**config.mk**
```make
export PLATFORM = sky130hd
export DESIGN_NAME = simple_glyph_point_decoder
export DESIGN_NICKNAME = d
export VERILOG_FILES = /design/src/rtl/sgpd_pkg.sv /design/src/rtl/simple_glyph_point_decoder.sv /design/src/rtl/sgpd_ram.sv /design/src/rtl/sgpd_dpath.sv /design/src/rtl/sgpd_ctrl.sv
export SDC_FILE = /design/constraint.sdc
export NUM_CORES = 2
export LEC_CHECK = 0
export BUFFER_PORTS_ARGS = -buffer_cell sky130_fd_sc_hd__buf_4
export CAP_MARGIN = 10
export CORE_ASPECT_RATIO = 0.9
export CORE_UTILIZATION = 60
export CTS_CLUSTER_SIZE = 25
export DETAILED_ROUTE_END_ITERATION = 10
export MAX_ROUTING_LAYER = met4
export PLACE_DENSITY = 0.84
export SYNTH_ARGS = -nofsm -noshare
export SYNTH_HDL_FRONTEND = slang
export SYNTH_SLANG_ARGS = --single-unit
```
**constraint.sdc**
```tcl
create_clock -name i_clk -period 18.4 [get_ports i_clk]
set_clock_uncertainty 0.1 [all_clocks]
set_input_delay 0.92 -clock i_clk [delete_from_list [all_inputs] [get_ports i_clk]]
set_output_delay 0.92 -clock i_clk [all_outputs]
set_load 0.01 [all_outputs]
```
**src/rtl/sgpd_pkg.sv**
```systemverilog
// Shared types and constants of the simple glyph point decoder.
// Used by the controller, the datapath and the top level.
`default_nettype none
package sgpd_pkg;

    localparam int COORD_W   = 22;
    localparam int FLAG_W    = 5;
    localparam int END_W     = 6;
    localparam int HDR_WORDS = 5;
    localparam logic [7:0] HDR_LAST_BYTE = 8'd9;

    // stored flag bit positions, and the repeat bit of the raw flag byte
    localparam int FB_ON     = 0;
    localparam int FB_XSHORT = 1;
    localparam int FB_YSHORT = 2;
    localparam int FB_XSAME  = 3;
    localparam int FB_YSAME  = 4;
    localparam int RB_REPEAT = 3;

    localparam logic [1:0] KIND_HDR = 2'd0;
    localparam logic [1:0] KIND_PT  = 2'd1;
    localparam logic [1:0] KIND_ERR = 2'd2;

    localparam logic [1:0] ERR_NONE  = 2'd0;
    localparam logic [1:0] ERR_EARLY = 2'd1;
    localparam logic [1:0] ERR_LIMIT = 2'd2;
    localparam logic [1:0] ERR_ORDER = 2'd3;

    typedef enum logic [2:0] {
        PH_HDR, PH_ENDS, PH_INSTR, PH_FLAGS, PH_REPEAT, PH_XPASS, PH_YPASS, PH_DRAIN
    } t_phase;

    typedef enum logic [3:0] {
        ST_ACCEPT, ST_PROC, ST_HDR_OUT, ST_ERR, ST_REP, ST_STARTX, ST_SX_RD,
        ST_SX_CHK, ST_SY_RD, ST_SY_CHK, ST_PT, ST_FINISH
    } t_state;

    typedef struct packed {
        logic       accept;
        logic       hdr_byte;
        logic       ends_byte;
        logic       instr_byte;
        logic       flag_byte;
        logic       rep_load;
        logic       rep_step;
        logic       pass_byte;
        logic       xpass;
        logic       setx_write;
        logic       start_x;
        logic       start_y;
        logic       emit_hdr;
        logic       emit_pt;
        logic       emit_err;
        logic [1:0] err_code;
        logic       clear;
    } t_cmd;

    typedef struct packed {
        logic last;
        logic out_free;
        logic hdr_last;
        logic hdr_fin;
        logic hdr_over;
        logic ends_odd;
        logic ends_over;
        logic ends_order;
        logic ends_last;
        logic instr_done;
        logic flag_rep;
        logic flags_full;
        logic rep_go;
        logic pi_done;
        logic pass_done;
        logic x_break;
        logic y_break;
    } t_status;

    function automatic logic signed [COORD_W-1:0] sx16(input logic [15:0] w);
        return {{(COORD_W-16){w[15]}}, w};
    endfunction

endpackage
`default_nettype wire

```
**src/rtl/simple_glyph_point_decoder.sv**
```systemverilog
// Top level of the simple glyph point decoder: controller plus datapath.
// Depends on sgpd_pkg, sgpd_ctrl, sgpd_dpath (and sgpd_ram below it).
//
//   channel   direction  handshake                  payload
//   input     in         i_in_valid / o_in_stall    i_data_byte, i_last_byte
//   output    out        o_out_valid / i_out_stall  o_kind ... o_last_result
//
// Each byte passes the accept, process and finish states; the 10th header byte
// adds the header output state, an error the error state, and a repeat count
// the repeat state, one flag per step. A byte that completes a point, and each
// point without coordinate bytes after it, passes the read and check states of
// its pass, and in the Y pass the point state; the X pass opens in its start state.
// Reset is synchronous; the stores need no clearing pass. A stalled output
// holds the sequencer in any state that wants to emit a result.
`default_nettype none
module simple_glyph_point_decoder #(
    parameter int MAX_POINTS   = 64,
    parameter int MAX_CONTOURS = 64
) (
    input  wire logic               i_clk,
    input  wire logic               i_rst_n,
    input  wire logic               i_in_valid,
    output logic                    o_in_stall,
    input  wire logic [7:0]         i_data_byte,
    input  wire logic               i_last_byte,
    output logic                    o_out_valid,
    input  wire logic               i_out_stall,
    output logic [1:0]              o_kind,
    output logic signed [21:0]      o_coord_x,
    output logic signed [21:0]      o_coord_y,
    output logic signed [15:0]      o_box_x_max,
    output logic signed [15:0]      o_box_y_max,
    output logic                    o_on_curve,
    output logic                    o_contour_end,
    output logic                    o_composite,
    output logic [1:0]              o_error_code,
    output logic                    o_last_result
);
    import sgpd_pkg::*;

    t_cmd    cmd;
    t_status status;

    sgpd_ctrl u_ctrl (
        .i_clk      (i_clk),
        .i_rst_n    (i_rst_n),
        .i_in_valid (i_in_valid),
        .o_in_stall (o_in_stall),
        .i_status   (status),
        .o_cmd      (cmd)
    );

    sgpd_dpath #(.MAX_POINTS(MAX_POINTS), .MAX_CONTOURS(MAX_CONTOURS)) u_dpath (
        .i_clk         (i_clk),
        .i_rst_n       (i_rst_n),
        .i_cmd         (cmd),
        .i_data_byte   (i_data_byte),
        .i_last_byte   (i_last_byte),
        .i_out_stall   (i_out_stall),
        .o_status      (status),
        .o_out_valid   (o_out_valid),
        .o_kind        (o_kind),
        .o_coord_x     (o_coord_x),
        .o_coord_y     (o_coord_y),
        .o_box_x_max   (o_box_x_max),
        .o_box_y_max   (o_box_y_max),
        .o_on_curve    (o_on_curve),
        .o_contour_end (o_contour_end),
        .o_composite   (o_composite),
        .o_error_code  (o_error_code),
        .o_last_result (o_last_result)
    );
endmodule
`default_nettype wire

```
**src/rtl/sgpd_ram.sv**
```systemverilog
// Generic single-write, single-read RAM with registered read data.
// No dependencies.
`default_nettype none
module sgpd_ram #(
    parameter int WIDTH  = 8,
    parameter int DEPTH  = 64,
    parameter int ADDR_W = (DEPTH > 1) ? $clog2(DEPTH) : 1
) (
    input  wire logic              i_clk,
    input  wire logic              i_we,
    input  wire logic [ADDR_W-1:0] i_waddr,
    input  wire logic [WIDTH-1:0]  i_wdata,
    input  wire logic [ADDR_W-1:0] i_raddr,
    output logic      [WIDTH-1:0]  o_rdata
);
    logic [WIDTH-1:0] r_mem [DEPTH];

    always_ff @(posedge i_clk) begin
        if (i_we) begin
            r_mem[i_waddr] <= i_wdata;
        end
        o_rdata <= r_mem[i_raddr];
    end
endmodule
`default_nettype wire

```
**src/rtl/sgpd_dpath.sv**
```systemverilog
// Datapath: byte latch, counters, header words, point stores, output register.
// Depends on sgpd_pkg and sgpd_ram; driven by sgpd_ctrl commands.
`default_nettype none
module sgpd_dpath #(
    parameter int MAX_POINTS   = 64,
    parameter int MAX_CONTOURS = 64
) (
    input  wire logic                 i_clk,
    input  wire logic                 i_rst_n,
    input  wire sgpd_pkg::t_cmd       i_cmd,
    input  wire logic [7:0]           i_data_byte,
    input  wire logic                 i_last_byte,
    input  wire logic                 i_out_stall,
    output sgpd_pkg::t_status         o_status,
    output logic                      o_out_valid,
    output logic [1:0]                o_kind,
    output logic signed [21:0]        o_coord_x,
    output logic signed [21:0]        o_coord_y,
    output logic signed [15:0]        o_box_x_max,
    output logic signed [15:0]        o_box_y_max,
    output logic                      o_on_curve,
    output logic                      o_contour_end,
    output logic                      o_composite,
    output logic [1:0]                o_error_code,
    output logic                      o_last_result
);
    import sgpd_pkg::*;

    localparam int PA_W = (MAX_POINTS > 1) ? $clog2(MAX_POINTS) : 1;
    localparam int CA_W = (MAX_CONTOURS > 1) ? $clog2(MAX_CONTOURS) : 1;

    logic [7:0]         r_byte;
    logic               r_last;
    logic [7:0]         r_bc, n_bc;
    logic [15:0]        r_partial, n_partial;
    logic [6:0]         r_cc, n_cc;
    logic [6:0]         r_pc, n_pc;
    logic [6:0]         r_pi, n_pi;
    logic [6:0]         r_cursor, n_cursor;
    logic [COORD_W-1:0] r_rs, n_rs;
    logic [FLAG_W-1:0]  r_pending;
    logic [7:0]         r_rep, n_rep;
    logic [END_W-1:0]   r_prev;
    logic [15:0]        r_hdr [HDR_WORDS];

    logic [15:0]        e16;
    logic [6:0]         cidx;
    logic [FLAG_W-1:0]  fbyte;
    logic [FLAG_W-1:0]  flag_q;
    logic [END_W-1:0]   ends_q;
    logic [COORD_W-1:0] x_q;
    logic               sh, sm, ends_ok, flag_we, x_we, ce;

    assign e16   = {r_partial[15:8], r_byte};
    assign cidx  = r_bc[7:1];
    assign fbyte = {r_byte[5:4], r_byte[2:0]};
    assign sh    = i_cmd.xpass ? flag_q[FB_XSHORT] : flag_q[FB_YSHORT];
    assign sm    = i_cmd.xpass ? flag_q[FB_XSAME] : flag_q[FB_YSAME];
    assign ends_ok = r_bc[0] && !o_status.ends_over && !o_status.ends_order;
    assign ce    = (r_cursor < r_cc) && (r_pi == 7'(ends_q));

    always_comb begin
        o_status.last       = r_last;
        o_status.out_free   = !o_out_valid || !i_out_stall;
        o_status.hdr_last   = (r_bc == HDR_LAST_BYTE);
        o_status.hdr_fin    = r_hdr[0][15] || (r_hdr[0] == 16'd0);
        o_status.hdr_over   = (r_hdr[0] > 16'(MAX_CONTOURS));
        o_status.ends_odd   = r_bc[0];
        o_status.ends_over  = (e16 >= 16'(MAX_POINTS));
        o_status.ends_order = (cidx != 7'd0) && (e16 <= 16'(r_prev));
        o_status.ends_last  = (cidx + 7'd1 >= r_cc);
        o_status.flag_rep   = r_byte[RB_REPEAT];
        o_status.flags_full = (r_pi + 7'd1 >= r_pc);
        o_status.rep_go     = (r_rep != 8'd0) && (r_pi < r_pc);
        o_status.pi_done    = (r_pi >= r_pc);
        o_status.pass_done  = sh || (r_bc != 8'd0);
        o_status.x_break    = flag_q[FB_XSHORT] || !flag_q[FB_XSAME];
        o_status.y_break    = flag_q[FB_YSHORT] || !flag_q[FB_YSAME];
        o_status.instr_done = 1'b0;

        n_bc = r_bc; n_partial = r_partial; n_cc = r_cc; n_pc = r_pc;
        n_pi = r_pi; n_cursor = r_cursor; n_rs = r_rs; n_rep = r_rep;

        if (i_cmd.hdr_byte) begin
            if (!r_bc[0]) begin
                n_partial = {r_byte, 8'h00};
            end
            n_bc = r_bc + 8'd1;
        end
        if (i_cmd.emit_hdr) begin
            n_cc = r_hdr[0][6:0];
            n_bc = 8'd0;
        end
        if (i_cmd.ends_byte) begin
            n_bc = r_bc + 8'd1;
            if (!r_bc[0]) begin
                n_partial = {r_byte, 8'h00};
            end else if (ends_ok && o_status.ends_last) begin
                n_pc = 7'(e16[END_W-1:0]) + 7'd1;
                n_bc = 8'd0;
            end
        end
        if (i_cmd.instr_byte) begin
            if (r_bc == 8'd0) begin
                n_partial = {r_byte, 8'h00};
                n_bc = 8'd1;
            end else if (r_bc == 8'd1) begin
                n_partial = e16;
                n_bc = 8'd2;
            end else begin
                n_partial = r_partial - 16'd1;
            end
            o_status.instr_done = (n_bc == 8'd2) && (n_partial == 16'd0);
            if (o_status.instr_done) begin
                n_pi = 7'd0;
                n_bc = 8'd0;
            end
        end
        if (i_cmd.flag_byte || i_cmd.rep_step) begin
            n_pi = r_pi + 7'd1;
        end
        if (i_cmd.rep_load) begin
            n_rep = r_byte;
        end
        if (i_cmd.rep_step) begin
            n_rep = r_rep - 8'd1;
        end
        if (i_cmd.pass_byte) begin
            if (sh) begin
                n_rs = sm ? r_rs + COORD_W'(r_byte) : r_rs - COORD_W'(r_byte);
            end else if (r_bc == 8'd0) begin
                n_partial = {r_byte, 8'h00};
                n_bc = 8'd1;
            end else begin
                n_rs = r_rs + sx16(e16);
                n_bc = 8'd0;
            end
            if (i_cmd.xpass && o_status.pass_done) begin
                n_pi = r_pi + 7'd1;
            end
        end
        if (i_cmd.setx_write) begin
            n_pi = r_pi + 7'd1;
        end
        if (i_cmd.start_x || i_cmd.start_y) begin
            n_pi = 7'd0;
            n_rs = '0;
            n_bc = 8'd0;
            n_cursor = 7'd0;
        end
        if (i_cmd.emit_pt) begin
            n_pi = r_pi + 7'd1;
            if (ce) begin
                n_cursor = r_cursor + 7'd1;
            end
        end
        if (i_cmd.clear) begin
            n_bc = 8'd0; n_pi = 7'd0; n_rs = '0; n_partial = 16'd0;
        end
    end

    assign flag_we = (i_cmd.flag_byte && (r_pi < r_pc)) || i_cmd.rep_step;
    assign x_we    = (i_cmd.pass_byte && i_cmd.xpass && o_status.pass_done)
                     || i_cmd.setx_write;

    sgpd_ram #(.WIDTH(END_W), .DEPTH(MAX_CONTOURS), .ADDR_W(CA_W)) u_ends (
        .i_clk   (i_clk),
        .i_we    (i_cmd.ends_byte && ends_ok),
        .i_waddr (cidx[CA_W-1:0]),
        .i_wdata (e16[END_W-1:0]),
        .i_raddr (r_cursor[CA_W-1:0]),
        .o_rdata (ends_q)
    );

    sgpd_ram #(.WIDTH(FLAG_W), .DEPTH(MAX_POINTS), .ADDR_W(PA_W)) u_flags (
        .i_clk   (i_clk),
        .i_we    (flag_we),
        .i_waddr (r_pi[PA_W-1:0]),
        .i_wdata (i_cmd.flag_byte ? fbyte : r_pending),
        .i_raddr (r_pi[PA_W-1:0]),
        .o_rdata (flag_q)
    );

    sgpd_ram #(.WIDTH(COORD_W), .DEPTH(MAX_POINTS), .ADDR_W(PA_W)) u_xs (
        .i_clk   (i_clk),
        .i_we    (x_we),
        .i_waddr (r_pi[PA_W-1:0]),
        .i_wdata (n_rs),
        .i_raddr (r_pi[PA_W-1:0]),
        .o_rdata (x_q)
    );

    always_ff @(posedge i_clk) begin
        if (!i_rst_n) begin
            r_bc <= 8'd0; r_partial <= 16'd0; r_cc <= 7'd0; r_pc <= 7'd0;
            r_pi <= 7'd0; r_cursor <= 7'd0; r_rs <= '0; r_rep <= 8'd0;
            r_last <= 1'b0;
            o_out_valid <= 1'b0;
        end else begin
            r_bc <= n_bc; r_partial <= n_partial; r_cc <= n_cc; r_pc <= n_pc;
            r_pi <= n_pi; r_cursor <= n_cursor; r_rs <= n_rs; r_rep <= n_rep;
            if (i_cmd.accept) begin
                r_last <= i_last_byte;
            end
            if (i_cmd.emit_hdr || i_cmd.emit_pt || i_cmd.emit_err) begin
                o_out_valid <= 1'b1;
            end else if (!i_out_stall) begin
                o_out_valid <= 1'b0;
            end
        end
    end

    always_ff @(posedge i_clk) begin
        if (i_cmd.accept) begin
            r_byte <= i_data_byte;
        end
        if (i_cmd.hdr_byte && r_bc[0] && (r_bc[3:1] < 3'(HDR_WORDS))) begin
            r_hdr[r_bc[3:1]] <= e16;
        end
        if (i_cmd.flag_byte && r_byte[RB_REPEAT]) begin
            r_pending <= fbyte;
        end
        if (i_cmd.ends_byte && ends_ok) begin
            r_prev <= e16[END_W-1:0];
        end
        if (i_cmd.emit_hdr) begin
            o_kind        <= KIND_HDR;
            o_coord_x     <= sx16(r_hdr[1]);
            o_coord_y     <= sx16(r_hdr[2]);
            o_box_x_max   <= r_hdr[3];
            o_box_y_max   <= r_hdr[4];
            o_on_curve    <= 1'b0;
            o_contour_end <= 1'b0;
            o_composite   <= r_hdr[0][15];
            o_error_code  <= ERR_NONE;
            o_last_result <= o_status.hdr_fin;
        end else if (i_cmd.emit_pt) begin
            o_kind        <= KIND_PT;
            o_coord_x     <= x_q;
            o_coord_y     <= r_rs;
            o_box_x_max   <= 16'sd0;
            o_box_y_max   <= 16'sd0;
            o_on_curve    <= flag_q[FB_ON];
            o_contour_end <= ce;
            o_composite   <= 1'b0;
            o_error_code  <= ERR_NONE;
            o_last_result <= (r_pi + 7'd1 == r_pc);
        end else if (i_cmd.emit_err) begin
            o_kind        <= KIND_ERR;
            o_coord_x     <= '0;
            o_coord_y     <= '0;
            o_box_x_max   <= 16'sd0;
            o_box_y_max   <= 16'sd0;
            o_on_curve    <= 1'b0;
            o_contour_end <= 1'b0;
            o_composite   <= 1'b0;
            o_error_code  <= i_cmd.err_code;
            o_last_result <= 1'b1;
        end
    end
endmodule
`default_nettype wire

```
**src/rtl/sgpd_ctrl.sv**
```systemverilog
// Controller: record phase and per-byte sequencing state machine.
// Depends on sgpd_pkg; issues commands to sgpd_dpath.
`default_nettype none
module sgpd_ctrl (
    input  wire logic              i_clk,
    input  wire logic              i_rst_n,
    input  wire logic              i_in_valid,
    output logic                   o_in_stall,
    input  wire sgpd_pkg::t_status i_status,
    output sgpd_pkg::t_cmd         o_cmd
);
    import sgpd_pkg::*;

    t_state     r_state, n_state;
    t_phase     r_phase, n_phase;
    logic [1:0] r_err, n_err;

    always_ff @(posedge i_clk) begin
        if (!i_rst_n) begin
            r_state <= ST_ACCEPT;
            r_phase <= PH_HDR;
            r_err   <= ERR_NONE;
        end else begin
            r_state <= n_state;
            r_phase <= n_phase;
            r_err   <= n_err;
        end
    end

    always_comb begin
        n_state = r_state;
        n_phase = r_phase;
        n_err   = r_err;
        o_cmd   = '0;
        o_in_stall = (r_state != ST_ACCEPT);
        case (r_state)
            ST_ACCEPT: begin
                if (i_in_valid) begin
                    o_cmd.accept = 1'b1;
                    n_state = ST_PROC;
                end
            end
            ST_PROC: begin
                n_state = ST_FINISH;
                case (r_phase)
                    PH_HDR: begin
                        o_cmd.hdr_byte = 1'b1;
                        if (i_status.hdr_last) n_state = ST_HDR_OUT;
                    end
                    PH_ENDS: begin
                        o_cmd.ends_byte = 1'b1;
                        if (i_status.ends_odd) begin
                            if (i_status.ends_over) begin
                                n_err = ERR_LIMIT;
                                n_state = ST_ERR;
                            end else if (i_status.ends_order) begin
                                n_err = ERR_ORDER;
                                n_state = ST_ERR;
                            end else if (i_status.ends_last) begin
                                n_phase = PH_INSTR;
                            end
                        end
                    end
                    PH_INSTR: begin
                        o_cmd.instr_byte = 1'b1;
                        if (i_status.instr_done) n_phase = PH_FLAGS;
                    end
                    PH_FLAGS: begin
                        o_cmd.flag_byte = 1'b1;
                        if (i_status.flag_rep) begin
                            n_phase = PH_REPEAT;
                        end else if (i_status.flags_full) begin
                            n_state = ST_STARTX;
                        end
                    end
                    PH_REPEAT: begin
                        o_cmd.rep_load = 1'b1;
                        n_state = ST_REP;
                    end
                    PH_XPASS, PH_YPASS: begin
                        o_cmd.pass_byte = 1'b1;
                        o_cmd.xpass = (r_phase == PH_XPASS);
                        if (i_status.pass_done) begin
                            n_state = (r_phase == PH_XPASS) ? ST_SX_RD : ST_PT;
                        end
                    end
                    default: begin
                        // drop trailing bytes
                    end
                endcase
            end
            ST_HDR_OUT: begin
                if (i_status.out_free) begin
                    o_cmd.emit_hdr = 1'b1;
                    n_state = ST_FINISH;
                    if (i_status.hdr_fin) begin
                        n_phase = PH_DRAIN;
                    end else if (i_status.hdr_over) begin
                        n_err = ERR_LIMIT;
                        n_state = ST_ERR;
                    end else begin
                        n_phase = PH_ENDS;
                    end
                end
            end
            ST_ERR: begin
                if (i_status.out_free) begin
                    o_cmd.emit_err = 1'b1;
                    o_cmd.err_code = r_err;
                    n_phase = PH_DRAIN;
                    n_state = ST_FINISH;
                end
            end
            ST_REP: begin
                if (i_status.rep_go) begin
                    o_cmd.rep_step = 1'b1;
                end else if (i_status.pi_done) begin
                    n_state = ST_STARTX;
                end else begin
                    n_phase = PH_FLAGS;
                    n_state = ST_FINISH;
                end
            end
            ST_STARTX: begin
                o_cmd.start_x = 1'b1;
                n_phase = PH_XPASS;
                n_state = ST_SX_RD;
            end
            ST_SX_RD: begin
                if (i_status.pi_done) begin
                    o_cmd.start_y = 1'b1;
                    n_phase = PH_YPASS;
                    n_state = ST_SY_RD;
                end else begin
                    n_state = ST_SX_CHK;
                end
            end
            ST_SX_CHK: begin
                // copy the running sum into points that carry no X bytes
                if (i_status.x_break) begin
                    n_state = ST_FINISH;
                end else begin
                    o_cmd.setx_write = 1'b1;
                    n_state = ST_SX_RD;
                end
            end
            ST_SY_RD: begin
                if (i_status.pi_done) begin
                    n_phase = PH_DRAIN;
                    n_state = ST_FINISH;
                end else begin
                    n_state = ST_SY_CHK;
                end
            end
            ST_SY_CHK: begin
                n_state = i_status.y_break ? ST_FINISH : ST_PT;
            end
            ST_PT: begin
                if (i_status.out_free) begin
                    o_cmd.emit_pt = 1'b1;
                    n_state = ST_SY_RD;
                end
            end
            ST_FINISH: begin
                if (!i_status.last) begin
                    n_state = ST_ACCEPT;
                end else if (r_phase == PH_DRAIN) begin
                    o_cmd.clear = 1'b1;
                    n_phase = PH_HDR;
                    n_state = ST_ACCEPT;
                end else if (i_status.out_free) begin
                    o_cmd.emit_err = 1'b1;
                    o_cmd.err_code = ERR_EARLY;
                    o_cmd.clear = 1'b1;
                    n_phase = PH_HDR;
                    n_state = ST_ACCEPT;
                end
            end
            default: begin
                n_state = ST_ACCEPT;
            end
        endcase
    end
endmodule
`default_nettype wire
```
# --- Word-level counts from Yosys, hierarchy flattened ---
# Memory sizes are Yosys's and may differ from the RTL's. A register that Yosys moved wholly into a read port is not among the register bits.
# Cells that the tools add are included.
totals:
  reg_bits: 196
  latchBits: 0
  ramBits: 2192
  romBits: 0
  in_bits: 13
  out_inout_bits: 86
  elab_cells: 308
  n_memories: 4
mem_list:
  columns: ["name", "words", "word_bits", "read_ports", "rd_clocked_by_memory_dff", "write_ports", "line", "text"]
  rows:
  - ["u_dpath.u_xs.r_mem", 64, 22, 1, 1, 1, "sgpd_ram.sv:16", "logic [WIDTH-1:0] r_mem [DEPTH];"]
  - ["u_dpath.u_ends.r_mem", 64, 6, 1, 1, 1, "sgpd_ram.sv:16", null]
  - ["u_dpath.u_flags.r_mem", 64, 5, 1, 1, 1, "sgpd_ram.sv:16", null]
  - ["u_dpath.r_hdr", 5, 16, 5, 0, 1, "sgpd_dpath.sv:44", "logic [15:0] r_hdr [HDR_WORDS];"]
op_classes:
  addsub: 10
  mul: 0
  div_mod_pow: 0
  n_lt_le_gt_ge: 9
  eq_ne: 48
  shift: 0
  mux: 155
  bitwise_logic: 1
  n_reduce_logical: 54
op_table:
  columns: ["operator", "n"]
  rows:
  - ["22-bit 2-to-1 mux", 11]
  - ["16-bit 2-to-1 mux", 15]
  - ["8-bit 2-to-1 mux", 14]
  - ["4-bit 2-to-1 mux", 23]
  - ["7-bit 2-to-1 mux", 11]
  - ["3-bit 2-to-1 mux", 19]
  - ["4-bit one-hot mux with 12 select lines", 1]
  - ["1-bit 2-to-1 mux", 44]
  - ["16-bit logical NOT", 2]
  - ["3-bit one-hot mux with 8 select lines", 1]
  - ["8-bit nonzero test", 3]
  - ["22-bit adder", 1]
  - ["22-bit by 8-bit adder with 22-bit output", 1]
  - ["2-bit != test (second input constant)", 11]
  - ["22-bit by 8-bit subtractor with 22-bit output", 1]
  - ["7-bit by 1-bit adder with 7-bit output (second input constant)", 3]
  - ["7-bit >= comparator", 3]
  - ["2-bit 2-to-1 mux", 10]
  - ["4-bit one-hot mux with 5 select lines", 1]
  - ["17-bit AND reduction", 1]
  - ["4-bit by 3-bit equality test with 1-bit output (second input constant)", 4]
  - ["4-bit equality test (second input constant)", 4]
  - ["16-bit by 7-bit >= comparator with 1-bit output (second input constant)", 1]
  - ["16-bit by 7-bit > comparator with 1-bit output (second input constant)", 1]
  - ["42 further kinds", 91]

# --- Logic depth before layout (Yosys ltp) ---
logic_depth:
  depth_word: 21
  ltp_mapped: 17
  ltp_nobuf: 16

# --- Cells and area by module ---
# From an unflattened synthesis, not the netlist that was laid out.
unflattened:
  cells_unflattened: 5306
  hier_area_um2: 98025.3
by_module_without_submodules:
  columns: ["module", "instances", "cells_per_inst", "area_each_um2", "seq_area_each_um2"]
  rows:
  - ["sgpd_ram at u_dpath.u_xs", 1, 2349, 54260.8, 42721.0]
  - ["sgpd_ram at u_dpath.u_ends", 1, 729, 15205.8, 11651.2]
  - ["sgpd_dpath", 1, 1434, 14506.4, 7116.8]
  - ["sgpd_ram at u_dpath.u_flags", 1, 610, 12768.5, 9709.3]
  - ["sgpd_ctrl", 1, 184, 1283.7, 180.2]

# --- Worst setup path after synthesis ---
# Ideal clock, no wire load.
synth_path:
  path_type: "register to register"
  from: "register u_dpath.r_byte[1]"
  to: "memory u_dpath.u_xs.r_mem[0][16] (netlist bit) (data pin)"
  setup_ps: 722
  arrival_ps: 6255
  t_required_ps: 17578
  setup_slack_ps: 11323
  stages_incl_launch_ff: 15
  cell_sequence: "edfxtp_1 or3_1 nor4_1 nor2b_1 ha_1 nand2_1 o21ai_0 ha_1 nand2_1 a211o_1 a31o_2 nand3b_1 nand2_1 xor2_1 a211oi_1"
synth_via:
  elab_chain_len: 6
synth_rtl:
  columns: ["item", "line", "text"]
  rows:
  - ["from (decl)", "sgpd_dpath.sv:32", "logic [7:0] r_byte;"]
  - ["from (signal assigned)", "sgpd_dpath.sv:215", "r_byte <= i_data_byte;"]
  - ["22-bit adder, or another cell as far along", "sgpd_dpath.sv:135", "n_rs = r_rs + sx16(e16);"]
  - ["22-bit 2-to-1 mux, on equally long branches", "sgpd_dpath.sv:131, sgpd_dpath.sv:130", null]
  - ["22-bit 2-to-1 mux *", "sgpd_dpath.sv:129", "if (sh) begin"]
  - ["22-bit 2-to-1 mux *", "sgpd_dpath.sv:128", "if (i_cmd.pass_byte) begin"]
  - ["22-bit 2-to-1 mux *", "sgpd_dpath.sv:145", "if (i_cmd.start_x || i_cmd.start_y) begin"]
  - ["22-bit 2-to-1 mux *", "sgpd_dpath.sv:157", "if (i_cmd.clear) begin"]
  - ["net u_dpath.n_rs[16]", "sgpd_dpath.sv:40", "logic [COORD_W-1:0] r_rs, n_rs;"]
  - ["to (decl)", "sgpd_ram.sv:16", null]
# The timed path passes the listed nets; every way through them passes the cells marked *.

# --- Worst setup path in the final report ---
layout_path:
  from: "register u_ctrl.r_state[0]"
  to: "memory u_dpath.u_xs.r_mem[18][20] (netlist bit) (data pin)"
layout_via:
  elab_chain_len: 8
layout_rtl:
  columns: ["item", "line", "text"]
  rows:
  - ["from (decl)", "sgpd_ctrl.sv:14", "t_state r_state, n_state;"]
  - ["from (signal assigned)", "sgpd_ctrl.sv:24", "r_state <= n_state;"]
  - ["4-bit by 1-bit equality test with 1-bit output", "sgpd_ctrl.sv:36", "case (r_state)"]
  - ["2-bit 2-to-1 mux", "sgpd_ctrl.sv:36", null]
  - ["1-bit 2-to-1 mux", "sgpd_dpath.sv:58", "assign sm = i_cmd.xpass ? flag_q[FB_XSAME] : flag_q[FB_YSAME];"]
  - ["22-bit 2-to-1 mux", "sgpd_dpath.sv:130", "n_rs = sm ? r_rs + COORD_W'(r_byte) : r_rs - COORD_W'(r_byte);"]
  - ["22-bit 2-to-1 mux", "sgpd_dpath.sv:129", null]
  - ["22-bit 2-to-1 mux", "sgpd_dpath.sv:128", null]
  - ["22-bit 2-to-1 mux", "sgpd_dpath.sv:145", null]
  - ["22-bit 2-to-1 mux *", "sgpd_dpath.sv:157", null]
  - ["net u_dpath.n_rs[20]", "sgpd_dpath.sv:40", null]
# Marks and branches as above.

==> flow_summary.toml <==
[setup_path]
crit_family = "compound AO/OA/AOI/OAI gates"
r2r-start = "u_ctrl.r_state[0]"
crit_start = "u_ctrl.r_state[0]"
cpMaxStageDelayCell = "dfxtp_1"
crit_path_end_kind = "flop"
critPathLaunchType = "flop"
cp_cell_sequence = "nor4b_4, nand4b_1, mux2_2, a21oi_1, ha_1, a21o_1, a31o_2, a21oi_1, nand3b_1, a221oi_1, o21ai_0, xor2_1, a222oi_1, nor2_4, buf_4"
crit_path_max_fanout = 64
crit_required_ns = 18.81
rr_worst_depth = 15
cp_num_cells = 15
crit_type = "reg -> reg"
cp.arrival_ns = 6.95
cp_common_cell = "a21oi_1"
cp_slowest_stage_delay_ns = 0.89
crit_buf_inv = 1

[detailed_routing]
route.met2.wl_um = 123000
first_pass_iters = 7
m1WireLength_um = 90500
top_layer = "met4"
ant_nets = 0
initialDrtViolationCount = 10200
vias_per_cell = 7.26
wl_per_cell_um = 33.4
route.detailed.drc = 0
route.met3.wl_um = 38700
drt_wl_total_um = 266000
dr_total_vias = 57900

[floorplanning]
ios = 99
fp.dieW_um = 418
die_h_um = 376
start_util_pct = 60.8
core_um2 = 153000
die_area_um2 = 157000
rows = 136

[place]
gp_congestion = 0.967
dp_hpwl_um = 149000
placed_area_um2 = 97100
dp.cells = 7555
io_buffers = 98
place_ws_ns = 12.08

[grt]
grt_usage_pct = 34.7
grt_pass1_wl_um = 381000
grt_max_degree = 111
grt_pass1_vias = 55400
antenna_found_initial = 17
grt-ovfl-total = 0

[sta]
report.final.slew_viol_count = 0
holdWs_ns = 0.136
setup_viol = 0
setup_ws_ns = 11.86
fin_crit_sh_pct = 35.6
slew_headroom_pct = 4.48
fmax_ghz = 0.153
tightest_slew_ns = 1.42
post-route-min-period_ns = 6.54
rsz0062_at_grt = "false"
final-hold-violation-count = 0
tns_ns = 0

[synth]
synthesis.nets = 5657
yosysSeqAreaShare_pct = 76.5
synth_top_family_by_area = "compound AO/OA/AOI/OAI gates"
synth-compound-area-share_pct = 11.9
synth.distinct_cells = 92
synthXorXnorAreaFrac_pct = 0.695
synth_area_per_cell_um2 = 16.8
synthTopCellsByArea = "edfxtp_1, a22oi_1, mux4_2, dfxtp_1, a22o_1"
syn_area_um2 = 93300
synth_top_area_share_pct = 73.7
ys.flop_type = "edfxtp_1"
synthAdderAreaFrac_pct = 1.22
synthMuxAreaShare_pct = 3.29
synth_edf_count = 2289
postSynthCellCount = 5554
yosys_warnings = 0
yosys.area_share.simple_pct = 4.85
ys_seq_elements = 2421
async_reset_ff_share_pct = 0
yosys.area.top_type = "edfxtp_1"

[power_and_ir_drop]
peakVddDrop_v = 0.000129
p_int_mw = 9.06
power_switching_mw = 2.95
p_sw_share_pct = 24.5
power_density_nw_per_um2 = 115
p_seq_share_pct = 52.7
power_frac_clock_pct = 37.2
leakagePower_nw = 31.7
power_frac_comb_pct = 10.1

[finish]
multi_input_area_um2 = 20900
num-nets-final = 5811
drive_gt1_share_pct = 14.5
stdcell_count = 7974
register_area_um2 = 71400
finalInstanceArea_um2 = 104000
syn_to_final_growth_pct = 11.6
nFillCells = 9238

[cts]
ctsHoldBuffers = 0
cts_buffer_depth = 3
cts_setup_buffers = 0
cts_root_buf = "clkbuf_16"
tritoncts = "done"
worstSkewPairLatency_ns = 0.87
path_clk_slew_ns = 0.07
cts.repair.resized = 0
htreeDepth = 4
numClockSinks = 2421
cts-buffers-inserted = 214

[min_path]
min_path_type = "in -> reg"
worstHoldPathCells = 1
worstHoldStart = "i_data_byte[7]"

[outcome]
status = "completed"

[run]
cap_violations = 0
-- power groups by stage --
stage               Sequential (mW)  Clock, mW  Combinational [mW]
finish                         6.33       4.46                1.22
global route                   6.33       4.67                1.28
CTS                            6.32       4.46                1.18
detailed placement             6.44          0                1.16
global placement               6.44          0                1.13
floorplan                      6.47          0               0.614
-- placed cells by master (no fill, tap or decap), drive strengths merged, types with 61 or more instances in the layout --
cell type and n:
nand2 181, dfxtp 132, a31oi 137, ha 88, nand3 85, edfxtp 2289
inv 61, a21oi 135, a22o 167, clkinv 93, a221oi 138, mux4 126
clkbuf 270, a22oi 613, o21ai 78, buf 273, nor2 358
-- cells in the mapped netlist, drive strengths merged (8+ instances only) --
master / number
a2111oi: 8
a211oi: 19
a21o: 20
a21oi: 135
a221oi: 138
a22o: 167
a22oi: 613
a31oi: 137
a41oi: 59
and2: 25
and3: 56
buf: 76
clkbuf: 259
dfxtp: 132
edfxtp: 2289
ha: 88
inv: 52
mux2: 8
mux2i: 14
mux4: 126
nand2: 181
nand2b: 13
nand3: 85
nand3b: 9
nand4: 37
nor2: 358
nor2b: 20
nor3: 48
nor4: 56
o211ai: 20
o21a: 12
o21ai: 78
o22ai: 19
or2: 11
or3: 9
xnor2: 46
xor2: 28
-- through the flow --
stage                     total power [mW]  utilization (%)
after floorplan                       7.09                -
after global placement                7.56             63.3
after detailed placement              7.60             63.3
after CTS                             12.0             67.8
after global routing                  12.3             67.9
final                                 12.0             67.9
-- flip-flops by register name, summed over array words and instances, names as in the netlist, 8 cells and up --
register,cells
u_dpath.u_xs.r_mem,1408
u_dpath.u_ends.r_mem,384
u_dpath.u_flags.r_mem,320
u_dpath.r_hdr,80
u_dpath.o_coord_x,22
u_dpath.o_coord_y,22
u_dpath.r_rs,22
u_dpath.u_xs.o_rdata,22
u_dpath.o_box_x_max,16
u_dpath.o_box_y_max,16
u_dpath.r_partial,16
u_dpath.r_bc,8
u_dpath.r_byte,8
u_dpath.r_rep,8
-- final timing paths --
check / endpoint / slack (ns)
worst max-delay path: u_dpath.u_xs.r_mem[18][20] / 11.86
worst min-delay path: u_dpath.r_byte[7] / 0.14
worst max register to register: u_dpath.u_xs.r_mem[18][20] / 11.86
worst min register to register: u_dpath.o_on_curve / 0.37
-- area by class of cell --
| class | count | share of cell area, % |
|---|---|---|
| sequential | 2421 | 68.5 |
| clock inverter | 128 | 1.20 |
| multi-input combinational | 2745 | 20.0 |
| tap | 2070 | 2.49 |
| antenna | 14 | 0.0336 |
| clock buffer | 270 | 5.42 |
| inverter | 53 | 0.192 |
| timing repair buffer | 273 | 2.08 |
-- per-layer routing --
layer / global-route usage, % / up-vias
met5: - / -
met4: 15.6 / 0
met3: 9.20 / 930
met2: 51.9 / 5430
met1: 44.9 / 28400
li1: - / 23100
-- kinds of logic (layout without fill, tap and decap cells) --
group | Yosys count | count (layout)
xor gates and xnor gates | 74 | 74
muxes | 148 | 148
AOI/OAI and AO/OA | 1492 | 1492
and+or+nand+nor | 941 | 941
buffers and inverters | 388 | 724
adders and majority gates | 90 | 90
DFF | 2421 | 2421
other | 0 | 14
No activity file was read; power rests on OpenSTA's default activity.
